### config.mk
export PLATFORM = sky130hd
export DESIGN_NAME = http_body_deframer
export DESIGN_NICKNAME = d
export VERILOG_FILES = /design/src/sv/hbd_pkg.sv /design/src/sv/http_body_deframer.sv
export SDC_FILE = /design/constraint.sdc
export NUM_CORES = 1
export LEC_CHECK = 0
export BUFFER_PORTS_ARGS = -buffer_cell sky130_fd_sc_hd__buf_2
export CAP_MARGIN = 20
export CORE_ASPECT_RATIO = 1.25
export CORE_MARGIN = 1
export CORE_UTILIZATION = 39
export CTS_CLUSTER_DIAMETER = 100
export DETAILED_ROUTE_END_ITERATION = 10
export GPL_ROUTABILITY_DRIVEN = 1
export PLACE_DENSITY = 0.61
export SYNTH_ARGS = -nofsm -noshare
export SYNTH_HDL_FRONTEND = slang
export SYNTH_SLANG_ARGS = --single-unit
### constraint.sdc
create_clock -name clk -period 11.4 [get_ports clk]
set_input_delay 0.57 -clock clk [delete_from_list [all_inputs] [get_ports clk]]
set_output_delay 0.57 -clock clk [all_outputs]
set_load 0.01 [all_outputs]
### src/sv/hbd_pkg.sv
`timescale 1ns / 1ps
// ----------------------------------------------------------------------------
// hbd_pkg: shared types and constants for the HTTP body deframer
// Payload structs, phase and status codes, register indexes, hex decode.
// ----------------------------------------------------------------------------
package hbd_pkg;

  // Size lines of this many bytes without CR are rejected
  localparam int unsigned MAX_SIZE_LINE = 32;

  localparam logic [7:0] CHAR_CR = 8'h0D;
  localparam logic [7:0] CHAR_LF = 8'h0A;
  localparam logic [7:0] CHAR_SP = 8'h20;
  localparam logic [7:0] CHAR_HT = 8'h09;
  localparam logic [7:0] CHAR_FF = 8'h0C;

  // Configuration register indexes
  localparam logic CFG_BODY_ENCODING = 1'b0;
  localparam logic CFG_PAYLOAD_LEN   = 1'b1;

  // body_encoding codes
  localparam logic [1:0] ENC_IDENTITY = 2'd0;
  localparam logic [1:0] ENC_CHUNKED  = 2'd1;
  localparam logic [1:0] ENC_NO_BODY  = 2'd2;

  // body_status codes
  localparam logic [1:0] ST_RUN  = 2'd0;
  localparam logic [1:0] ST_DONE = 2'd1;
  localparam logic [1:0] ST_ERR  = 2'd2;

  typedef enum logic [2:0] {
    PH_IDLE    = 3'd0,
    PH_IDENT   = 3'd1,
    PH_SIZE    = 3'd2,
    PH_SIZE_LF = 3'd3,
    PH_DATA    = 3'd4,
    PH_TRAIL_A = 3'd5,
    PH_TRAIL_B = 3'd6,
    PH_STOP    = 3'd7
  } phase_t;

  typedef struct packed {
    logic [7:0] data_byte;
    logic       start_of_body;
  } hbd_in_t;

  typedef struct packed {
    logic [7:0] body_byte;
    logic       byte_valid;
    logic [1:0] body_status;
  } hbd_out_t;

  // {is_hex, nibble}
  function automatic logic [4:0] hex_decode(input logic [7:0] b);
    logic [4:0] r;
    r = 5'd0;
    if (b >= 8'h30 && b <= 8'h39) begin
      r = {1'b1, 4'(b - 8'h30)};
    end else if (b >= 8'h61 && b <= 8'h66) begin
      r = {1'b1, 4'(b - 8'h57)};
    end else if (b >= 8'h41 && b <= 8'h46) begin
      r = {1'b1, 4'(b - 8'h37)};
    end
    return r;
  endfunction

endpackage

### src/sv/http_body_deframer.sv
`timescale 1ns / 1ps
// ----------------------------------------------------------------------------
// http_body_deframer: HTTP message body deframer, one byte per cycle while not stalled
// Strips identity / chunked framing from a body byte stream.
// ----------------------------------------------------------------------------
// Usage:
//   in_*   : one raw body byte per transaction; start_of_body marks the first
//            byte of a new body and samples body_encoding / payload length.
//   out_*  : zero or one result per input transaction: a payload byte, the
//            body-complete marker (status 1) or a format error (status 2).
//            Framing bytes (size lines, CR LF, chunk trailers) give nothing.
//   cfg_*  : register writes, always ready; write only while the block is
//            idle (all results delivered, pipeline drained).
// Pipeline: a byte is registered in the input register, then decoded into
//   the result register (or into the skid entry while a result waits);
//   out_valid rises when the result register is loaded.
// Throughput: one byte per cycle while in_stall is low. The only loop is
//   the per-byte decode state update.
// Stall: a result register plus one skid entry sit on the output side, so
//   intake continues while one result waits; in_stall rises only when the
//   skid entry is full and a byte is waiting to be decoded.
// Reset: synchronous, active low; clears the pipeline, the phase (idle,
//   waiting for start_of_body) and both configuration registers.
// ----------------------------------------------------------------------------
module http_body_deframer
  import hbd_pkg::*;
#(
  parameter int unsigned SIZE_LINE_MAX = MAX_SIZE_LINE
)
(
  input  logic        clk,
  input  logic        rst_n,
  // byte input
  input  logic        in_valid,
  output logic        in_stall,
  input  hbd_in_t     in_data,
  // result output
  output logic        out_valid,
  input  logic        out_stall,
  output hbd_out_t    out_data,
  // configuration writes
  input  logic        cfg_valid,
  output logic        cfg_ready,
  input  logic        cfg_index,
  input  logic [30:0] cfg_data
);

  localparam logic [5:0] LINE_LIMIT = 6'(SIZE_LINE_MAX);

  // configuration
  logic [1:0]  body_encoding_r;
  logic [30:0] payload_len_r;

  // input register
  logic        in_valid_r;
  hbd_in_t     in_r;

  // decode state
  phase_t      phase_r,           phase_nxt;
  logic [31:0] size_value_r,      size_value_nxt;
  logic [31:0] remaining_count_r, remaining_count_nxt;
  logic [5:0]  line_pos_r,        line_pos_nxt;
  logic [3:0]  digit_count_r,     digit_count_nxt;
  logic        in_extension_r,    in_extension_nxt;

  // result register and skid entry
  logic        out_valid_r, skid_valid_r;
  hbd_out_t    out_r, skid_r;

  logic        in_accept, proc, take;
  logic        res_valid;
  hbd_out_t    res;
  logic        ended;
  logic [4:0]  hexd;
  logic        blank;

  assign cfg_ready = 1'b1;
  assign out_valid = out_valid_r;
  assign out_data  = out_r;

  // the skid entry is free whenever a byte is decoded, so its result always
  // has a place to go
  assign proc      = in_valid_r && !skid_valid_r;
  assign in_stall  = in_valid_r && skid_valid_r;
  assign in_accept = in_valid && !in_stall;
  assign take      = out_valid_r && !out_stall;

  // configuration registers
  always_ff @(posedge clk) begin
    if (!rst_n) begin
      body_encoding_r <= ENC_IDENTITY;
      payload_len_r   <= '0;
    end else if (cfg_valid && cfg_ready) begin
      case (cfg_index)
        CFG_BODY_ENCODING: body_encoding_r <= cfg_data[1:0];
        CFG_PAYLOAD_LEN:   payload_len_r   <= cfg_data;
        default: ;
      endcase
    end
  end

  // input register
  always_ff @(posedge clk) begin
    if (!rst_n) begin
      in_valid_r <= 1'b0;
    end else if (in_accept) begin
      in_valid_r <= 1'b1;
    end else if (proc) begin
      in_valid_r <= 1'b0;
    end
  end

  always_ff @(posedge clk) begin
    if (in_accept) begin
      in_r <= in_data;
    end
  end

  // per-byte decode
  always_comb begin
    phase_nxt           = phase_r;
    size_value_nxt      = size_value_r;
    remaining_count_nxt = remaining_count_r;
    line_pos_nxt        = line_pos_r;
    digit_count_nxt     = digit_count_r;
    in_extension_nxt    = in_extension_r;
    res_valid           = 1'b0;
    res                 = '{body_byte: 8'h00, byte_valid: 1'b0, body_status: ST_RUN};
    ended               = 1'b0;
    hexd                = hex_decode(in_r.data_byte);
    blank               = in_r.data_byte inside {CHAR_SP, [CHAR_HT:CHAR_FF]};

    if (in_r.start_of_body) begin
      size_value_nxt      = '0;
      line_pos_nxt        = '0;
      digit_count_nxt     = '0;
      in_extension_nxt    = 1'b0;
      remaining_count_nxt = '0;
      if (body_encoding_r == ENC_CHUNKED) begin
        phase_nxt = PH_SIZE;
      end else if (body_encoding_r == ENC_IDENTITY && payload_len_r != '0) begin
        remaining_count_nxt = {1'b0, payload_len_r};
        phase_nxt           = PH_IDENT;
      end else begin
        // no body, zero length, or unused encoding code
        phase_nxt       = PH_STOP;
        res_valid       = 1'b1;
        res.body_status = ST_DONE;
        ended           = 1'b1;
      end
    end

    if (!ended) begin
      case (phase_nxt)
        PH_IDENT: begin
          remaining_count_nxt = remaining_count_nxt - 32'd1;
          res_valid           = 1'b1;
          res.body_byte       = in_r.data_byte;
          res.byte_valid      = 1'b1;
          if (remaining_count_nxt == '0) begin
            phase_nxt       = PH_STOP;
            res.body_status = ST_DONE;
          end
        end
        PH_SIZE: begin
          if (in_r.data_byte == CHAR_CR) begin
            if (digit_count_nxt == '0) begin
              phase_nxt       = PH_STOP;
              res_valid       = 1'b1;
              res.body_status = ST_ERR;
            end else begin
              phase_nxt = PH_SIZE_LF;
            end
          end else begin
            line_pos_nxt = line_pos_nxt + 6'd1;
            if (line_pos_nxt >= LINE_LIMIT) begin
              phase_nxt       = PH_STOP;
              res_valid       = 1'b1;
              res.body_status = ST_ERR;
            end else if (!in_extension_nxt) begin
              if (hexd[4]) begin
                if (digit_count_nxt >= 4'd8) begin
                  phase_nxt       = PH_STOP;
                  res_valid       = 1'b1;
                  res.body_status = ST_ERR;
                end else begin
                  size_value_nxt  = {size_value_nxt[27:0], hexd[3:0]};
                  digit_count_nxt = digit_count_nxt + 4'd1;
                end
              end else if (!(digit_count_nxt == '0 && blank)) begin
                in_extension_nxt = 1'b1;
              end
            end
          end
        end
        PH_SIZE_LF: begin
          if (in_r.data_byte != CHAR_LF) begin
            phase_nxt       = PH_STOP;
            res_valid       = 1'b1;
            res.body_status = ST_ERR;
          end else if (size_value_nxt == '0) begin
            phase_nxt       = PH_STOP;
            res_valid       = 1'b1;
            res.body_status = ST_DONE;
          end else begin
            remaining_count_nxt = size_value_nxt;
            phase_nxt           = PH_DATA;
          end
        end
        PH_DATA: begin
          remaining_count_nxt = remaining_count_nxt - 32'd1;
          if (remaining_count_nxt == '0) begin
            phase_nxt = PH_TRAIL_A;
          end
          res_valid      = 1'b1;
          res.body_byte  = in_r.data_byte;
          res.byte_valid = 1'b1;
        end
        PH_TRAIL_A: begin
          phase_nxt = PH_TRAIL_B;
        end
        PH_TRAIL_B: begin
          size_value_nxt   = '0;
          line_pos_nxt     = '0;
          digit_count_nxt  = '0;
          in_extension_nxt = 1'b0;
          phase_nxt        = PH_SIZE;
        end
        default: ;
      endcase
    end
  end

  // decode state, committed once per decoded byte
  always_ff @(posedge clk) begin
    if (!rst_n) begin
      phase_r           <= PH_IDLE;
      size_value_r      <= '0;
      remaining_count_r <= '0;
      line_pos_r        <= '0;
      digit_count_r     <= '0;
      in_extension_r    <= 1'b0;
    end else if (proc) begin
      phase_r           <= phase_nxt;
      size_value_r      <= size_value_nxt;
      remaining_count_r <= remaining_count_nxt;
      line_pos_r        <= line_pos_nxt;
      digit_count_r     <= digit_count_nxt;
      in_extension_r    <= in_extension_nxt;
    end
  end

  // result register with one skid entry
  always_ff @(posedge clk) begin
    if (!rst_n) begin
      out_valid_r  <= 1'b0;
      skid_valid_r <= 1'b0;
    end else if (proc && res_valid) begin
      if (!out_valid_r || take) begin
        out_valid_r <= 1'b1;
      end else begin
        skid_valid_r <= 1'b1;
      end
    end else if (take) begin
      out_valid_r  <= skid_valid_r;
      skid_valid_r <= 1'b0;
    end
  end

  always_ff @(posedge clk) begin
    if (proc && res_valid) begin
      if (!out_valid_r || take) begin
        out_r <= res;
      end else begin
        skid_r <= res;
      end
    end else if (take && skid_valid_r) begin
      out_r <= skid_r;
    end
  end

  // --------------------------------------------------------------------------
  // Assertions
  // --------------------------------------------------------------------------
  a_skid_behind_out: assert property (@(posedge clk) disable iff (!rst_n)
    skid_valid_r |-> out_valid_r)
    else $error("skid entry holds a result while the result register is empty");

  a_count_live: assert property (@(posedge clk) disable iff (!rst_n)
    (phase_r == PH_IDENT || phase_r == PH_DATA) |-> remaining_count_r != '0)
    else $error("payload phase entered with zero bytes remaining");

  a_quiet_when_ended: assert property (@(posedge clk) disable iff (!rst_n)
    (proc && !in_r.start_of_body && (phase_r == PH_IDLE || phase_r == PH_STOP))
      |-> !res_valid)
    else $error("result produced outside a body");

  a_no_byte_on_error: assert property (@(posedge clk) disable iff (!rst_n)
    out_valid_r && out_r.byte_valid |-> out_r.body_status != ST_ERR)
    else $error("payload byte flagged as format error");

endmodule

# Word-level counts from Yosys, hierarchy flattened
# Index checks and enable logic that the tools add are counted.
# W data, S select, Z words.
[classes]
n_addsub = 6
mul = 0
div = 0
n_lt_le_gt_ge = 10
eq_ne = 12
shift = 0
n_mux = 92
n_bitwise = 2
n_reduce_logical = 33
[op_table]
columns = ["operator", "n"]
rows = [
  ["$mux W32", 11],
  ["$pmux W32 S2", 2],
  ["$logic_not A32 Y1", 2],
  ["$mux W31", 2],
  ["$mux W11", 4],
  ["$mux W3", 12],
  ["$sub A32 B1 Y32 const B", 1],
  ["$reduce_bool A31 Y1", 1],
  ["$mux W1", 30],
  ["$mux W4", 7],
  ["$mux W2", 11],
  ["$mux W6", 3],
  ["$pmux W3 S6", 1],
  ["$ge A8 B7 Y1 const B", 2],
  ["$le A8 B7 Y1 const B", 2],
  ["$mux W5", 3],
  ["$logic_and A1 B1 Y1", 12],
  ["$pmux W6 S2", 1],
  ["$reduce_and A2 Y1", 6],
  ["$eq A3 B3 Y1 const B", 3],
  ["$mux W9", 1],
  ["$eq A8 B4 Y1 const B", 1],
  ["$eq A8 B6 Y1 const B", 1],
  ["$ge A8 B4 Y1 const B", 1],
  ["26 further kinds", 35],
]
[word_totals]
regBits = 145
latchBits = 0
ram_bits = 0
rom_bits = 0
out_inout_bits = 14
n_memories = 0

# Logic depth before layout (Yosys ltp)
[logic_depth]
ltp_word = 14
depth_mapped = 17

# Worst setup path after synthesis
# OpenSTA, ideal clock, no wires.
[synth_timing]
kind = "reg-to-reg"
startpoint = "register in_r[0] in the netlist's numbering"
endpoint = "register out_r (netlist bit out_data[0]) (data pin)"
setup_time_ns = 0.146
t_arrival_ns = 4.012
required_ns = 11.254
setup_slack_ns = 7.242
stages_incl_launch_ff = 18
period_less_slack_ns = 4.158
path_cell_list = "edfxtp_1 > buf_6 > inv_2 > buf_4 > clkbuf_1 > clkbuf_1 > buf_1 > clkbuf_1 > a22oi_1 > ha_1 > o221ai_1 > nor4_4 > and4_1 > o2111ai_1 > or4_1 > nor4_2 > nand4_1 > a21oi_1"
[synth_between]
elab_chain_len = 11
word_cells_on_any_way = 44
cone_classes = "add/sub: 2; order compare: 2; eq/ne: 4; mux: 31; reduce/logical: 5"
[synth_lines]
columns = ["item", "line", "source"]
rows = [
  ["start, declared", "http_body_deframer.sv:56", "hbd_in_t in_r;"],
  ["start signal, assigned", "http_body_deframer.sv:115", "in_r <= in_data;"],
  ["branches (longest 10 deep; another with $sub A32 B1 Y32)", "-", ""],
  ["$mux W11 (*)", "http_body_deframer.sv:271", "if (proc && res_valid) begin"],
  ["end signal, assigned", "http_body_deframer.sv:273", "out_r <= res;"],
  ["end signal, assigned", "http_body_deframer.sv:278", "out_r <= skid_r;"],
  ["end, declared", "http_body_deframer.sv:68", "hbd_out_t out_r, skid_r;"],
]
# Mark *: on every way between the ends. The select of a mux whose other input is x is not followed.
# A chain may end at the register's enable or synchronous reset.

# Final worst setup path
# Same ends and word-level chain as after synthesis.

==> impl_metrics.tcl <==
set metrics [dict create \
    synth_top_flop_cell "dfxtp_1" \
    comb_power_share 0.195 \
    power_frac_clock 0.410 \
    grt_usage 0.2440 \
    yosys.area.top_type_share 0.2620 \
    vias 8237 \
    yosysMostFrequentCell "nand2_1" \
    grt_setup_unrepaired "false" \
    routed.top_layer "met4" \
    hold_viol 0 \
    cts_root_buf "clkbuf_16" \
    hold_buffers 0 \
    synth-seq-cells 145 \
    skew_ns 0.01106 \
    drive_gt1_frac 0.1361 \
    required_ns 11.69 \
    worst_setup_path_end_kind "flop" \
    die_area_um2 22940 \
    hpwl_mm 18.99 \
    yosys_warnings 0 \
    place_area_um2 9156 \
    chipHeight_um 169.1 \
    critical_path_class "reg -> reg" \
    p_per_area_nw_per_um2 146.6 \
    regArea_um2 3213 \
    drt-met1-wl_mm 11.45 \
    wl_met3_mm 1.402 \
    cp_cell_sequence "buf_4, inv_2, buf_4, a22oi_1, ha_1, o221ai_1, nor4_4, and4_1, o2111ai_1, or4_1, nor4_2, nand4_1, a21oi_1" \
    setup_violations 0 \
    initial_utilization 0.4015 \
    fin_area_um2 9819 \
    wl_mm 27.25 \
    cp_common_cell "buf_4" \
    critPathMaxFanout 51 \
    setup_tns_ns 0 \
    switchingPower_uw 458.9 \
    n_antenna_cell 0 \
    synth_top_area_cell "dfxtp_1" \
    seq_area_frac_synth 0.3689 \
    clock_sinks 145 \
    htree_levels 4 \
    period_needed_ns 4.381 \
    cts_buffer_depth 2 \
    drc 0 \
    synth_common_cells "nand2_1 (124), dfxtp_1 (114), o21ai_0 (71), nor2_1 (68), a21oi_1 (61)" \
    grt_overflow 0 \
    synthCells 1043 \
    cp_slowest_cell "nor4_4" \
    cp_num_buf_inv 3 \
    grt_max_degree 115 \
    fp-row-count 60 \
    max_freq_mhz 228.3 \
    max_stage_delay_ns 0.56 \
    antenna_found_initial 0 \
    firstDrtPassIters 5 \
    fin_cells 1359 \
    tritoncts "done" \
    grt_pass1_wl_mm 43.59 \
    cts_setup_buffers 0 \
    worstMarginPinSlew_ns 0.9992 \
    core_area_um2 21700 \
    multi_input_comb_area_um2 5117 \
    cts_resized 0 \
    post_drt_wl_per_cell_um 20.05 \
    ant_nets 0 \
    crit_start "in_r[0]$_DFFE_PP_" \
    vdd_drop_max_uv 111.1 \
    first_iter_violations 635 \
    dr_wl_met2_mm 12.99 \
    viasPerCell 6.061 \
    power.total_mw 1.440 \
    gp_congestion 0.9761 \
    report.final.slew_viol_count 0 \
    placedCellCount 1325 \
    clk_pin_slew_ns 0.07 \
    p_leak_nw 3.445 \
    synth_cell_types 85 \
    pin_count 60 \
    async_reset_ff_frac 0 \
    start_kind "flop" \
    min-delay-start "in_data[6]" \
    cp.arrival_ns 4.67 \
    finalCritPeriodShare 0.3843 \
    port_buffers 58 \
    synth_edf_count 31 \
    hold_path_class "in -> reg" \
    rr_startpoint "in_r[0]$_DFFE_PP_" \
    power_frac_seq 0.395 \
    maxCapViolations 0 \
    yosys-top-cells-area "dfxtp_1 (26%), edfxtp_1 (11%), nand2_1 (5.3%), o21ai_0 (4.1%), nor2b_1 (3.7%)" \
    syn_to_final_growth_pct 12.73 \
    syn_area_um2 8711 \
    p_int_uw 980.8 \
    numCtsBuffers 17 \
    outcome "complete, no violations" \
    grt_pass1_vias 7845 \
    fp.dieW_um 135.7 \
    switching_share 0.3187 \
    clkLatencyLatePin_ns 0.43 \
    maxSlewHeadroom 0.3325 \
    final_nets 1123 \
    avgSynthCellArea_um2 8.352 \
    syn-num-nets 1099 \
    fillers 2186 \
    cp_top_family "simple AND/OR/NAND/NOR gates" \
]
-- state kept, by name, indices dropped and copies added, names as in the netlist --
signal / cells
out_data: 11
body_encoding_r: 2
skid_valid_r: 1
phase_r: 3
digit_count_r: 4
skid_r: 11
line_pos_r: 6
remaining_count_r: 32
out_valid: 1
payload_len_r: 31
size_value_r: 32
in_r: 9
in_extension_r: 1
in_valid_r: 1
-- cell usage in the layout, fill, tap and decap left out, types with 12 or more instances in the layout --
cell type,count
a22o_1,12
nor3_1,31
nor4_1,18
xor2_1,12
edfxtp_1,31
nor2_1,68
a22oi_1,41
nand2_1,124
buf_4,16
and2_1,18
nor2b_1,51
o21ai_0,71
a21boi_0,41
xnor2_1,18
a21oi_1,61
dfxtp_1,114
a221oi_1,18
buf_2,58
a31oi_1,12
inv_1,15
nand4_1,13
nand3_1,18
clkbuf_16,17
-- routing by layer --
metal / vias to the layer above / GRT usage
met5: - / 0
met4: 0 / 0.1407
met3: 75 / 0.04223
met2: 324 / 0.4000
met1: 3912 / 0.2984
li1: 3926 / -
-- power by group through the flow --
stage / sequential, mW / combinational [mW] / clock (mW)
final: 0.568 / 0.281 / 0.590
after global routing: 0.570 / 0.305 / 0.619
after CTS: 0.568 / 0.274 / 0.597
after detailed placement: 0.579 / 0.273 / 0
after global placement: 0.579 / 0.273 / 0
after floorplan: 0.573 / 0.202 / 0
-- area by class of cell --
cell class	count	area share
sequential	145	0.3272
tap	279	0.03555
multi-input combinational	810	0.5212
inverter	17	0.006753
clock buffer	17	0.04332
clock inverter	15	0.01860
timing repair buffer	76	0.04740
-- kinds of logic (layout without fill, tap and decap cells) --
| logic type | after synthesis | after routing | share of synthesized area |
|---|---|---|---|
| DFF | 145 | 145 | 0.3689 |
| xor gates and xnor gates | 30 | 30 | 0.03016 |
| buffers and inverters | 88 | 125 | 0.04524 |
| AOI/OAI and AO/OA | 352 | 352 | 0.2801 |
| muxes | 22 | 22 | 0.02700 |
| and+or+nand+nor | 395 | 395 | 0.2338 |
| other | 1 | 1 | 0.0004305 |
| adders and majority gates | 10 | 10 | 0.01436 |
-- metrics by stage --
stage	hold WS [ns]	setup WS, ns	util
after floorplan	0.4238	7.242	-
after global placement	0.4417	7.234	0.4220
after detailed placement	0.4491	7.118	0.4220
after CTS	0.2976	7.091	0.4501
after global routing	0.2905	6.651	0.4526
final	0.3083	7.019	0.4526
-- worst register-to-register path, cell delays in order, from the launching register on --
cell	delay, ns
edfxtp_1	0.33
buf_4	0.39
inv_2	0.05
buf_4	0.32
a22oi_1	0.39
ha_1	0.29
o221ai_1	0.26
nor4_4	0.56
and4_1	0.29
o2111ai_1	0.10
or4_1	0.48
nor4_2	0.29
nand4_1	0.29
a21oi_1	0.21
-- worst paths after layout --
check	slack [ns]	end	cells after the start
setup / recovery	7.02	out_data[0]$_DFFE_PP_	13
setup reg to reg	7.02	out_data[0]$_DFFE_PP_	13
hold / removal	0.31	in_r[6]$_DFFE_PP_	1
hold reg to reg	0.46	line_pos_r[4]$_SDFFE_PN0P_	1
Power figures use the tool's default switching activity.
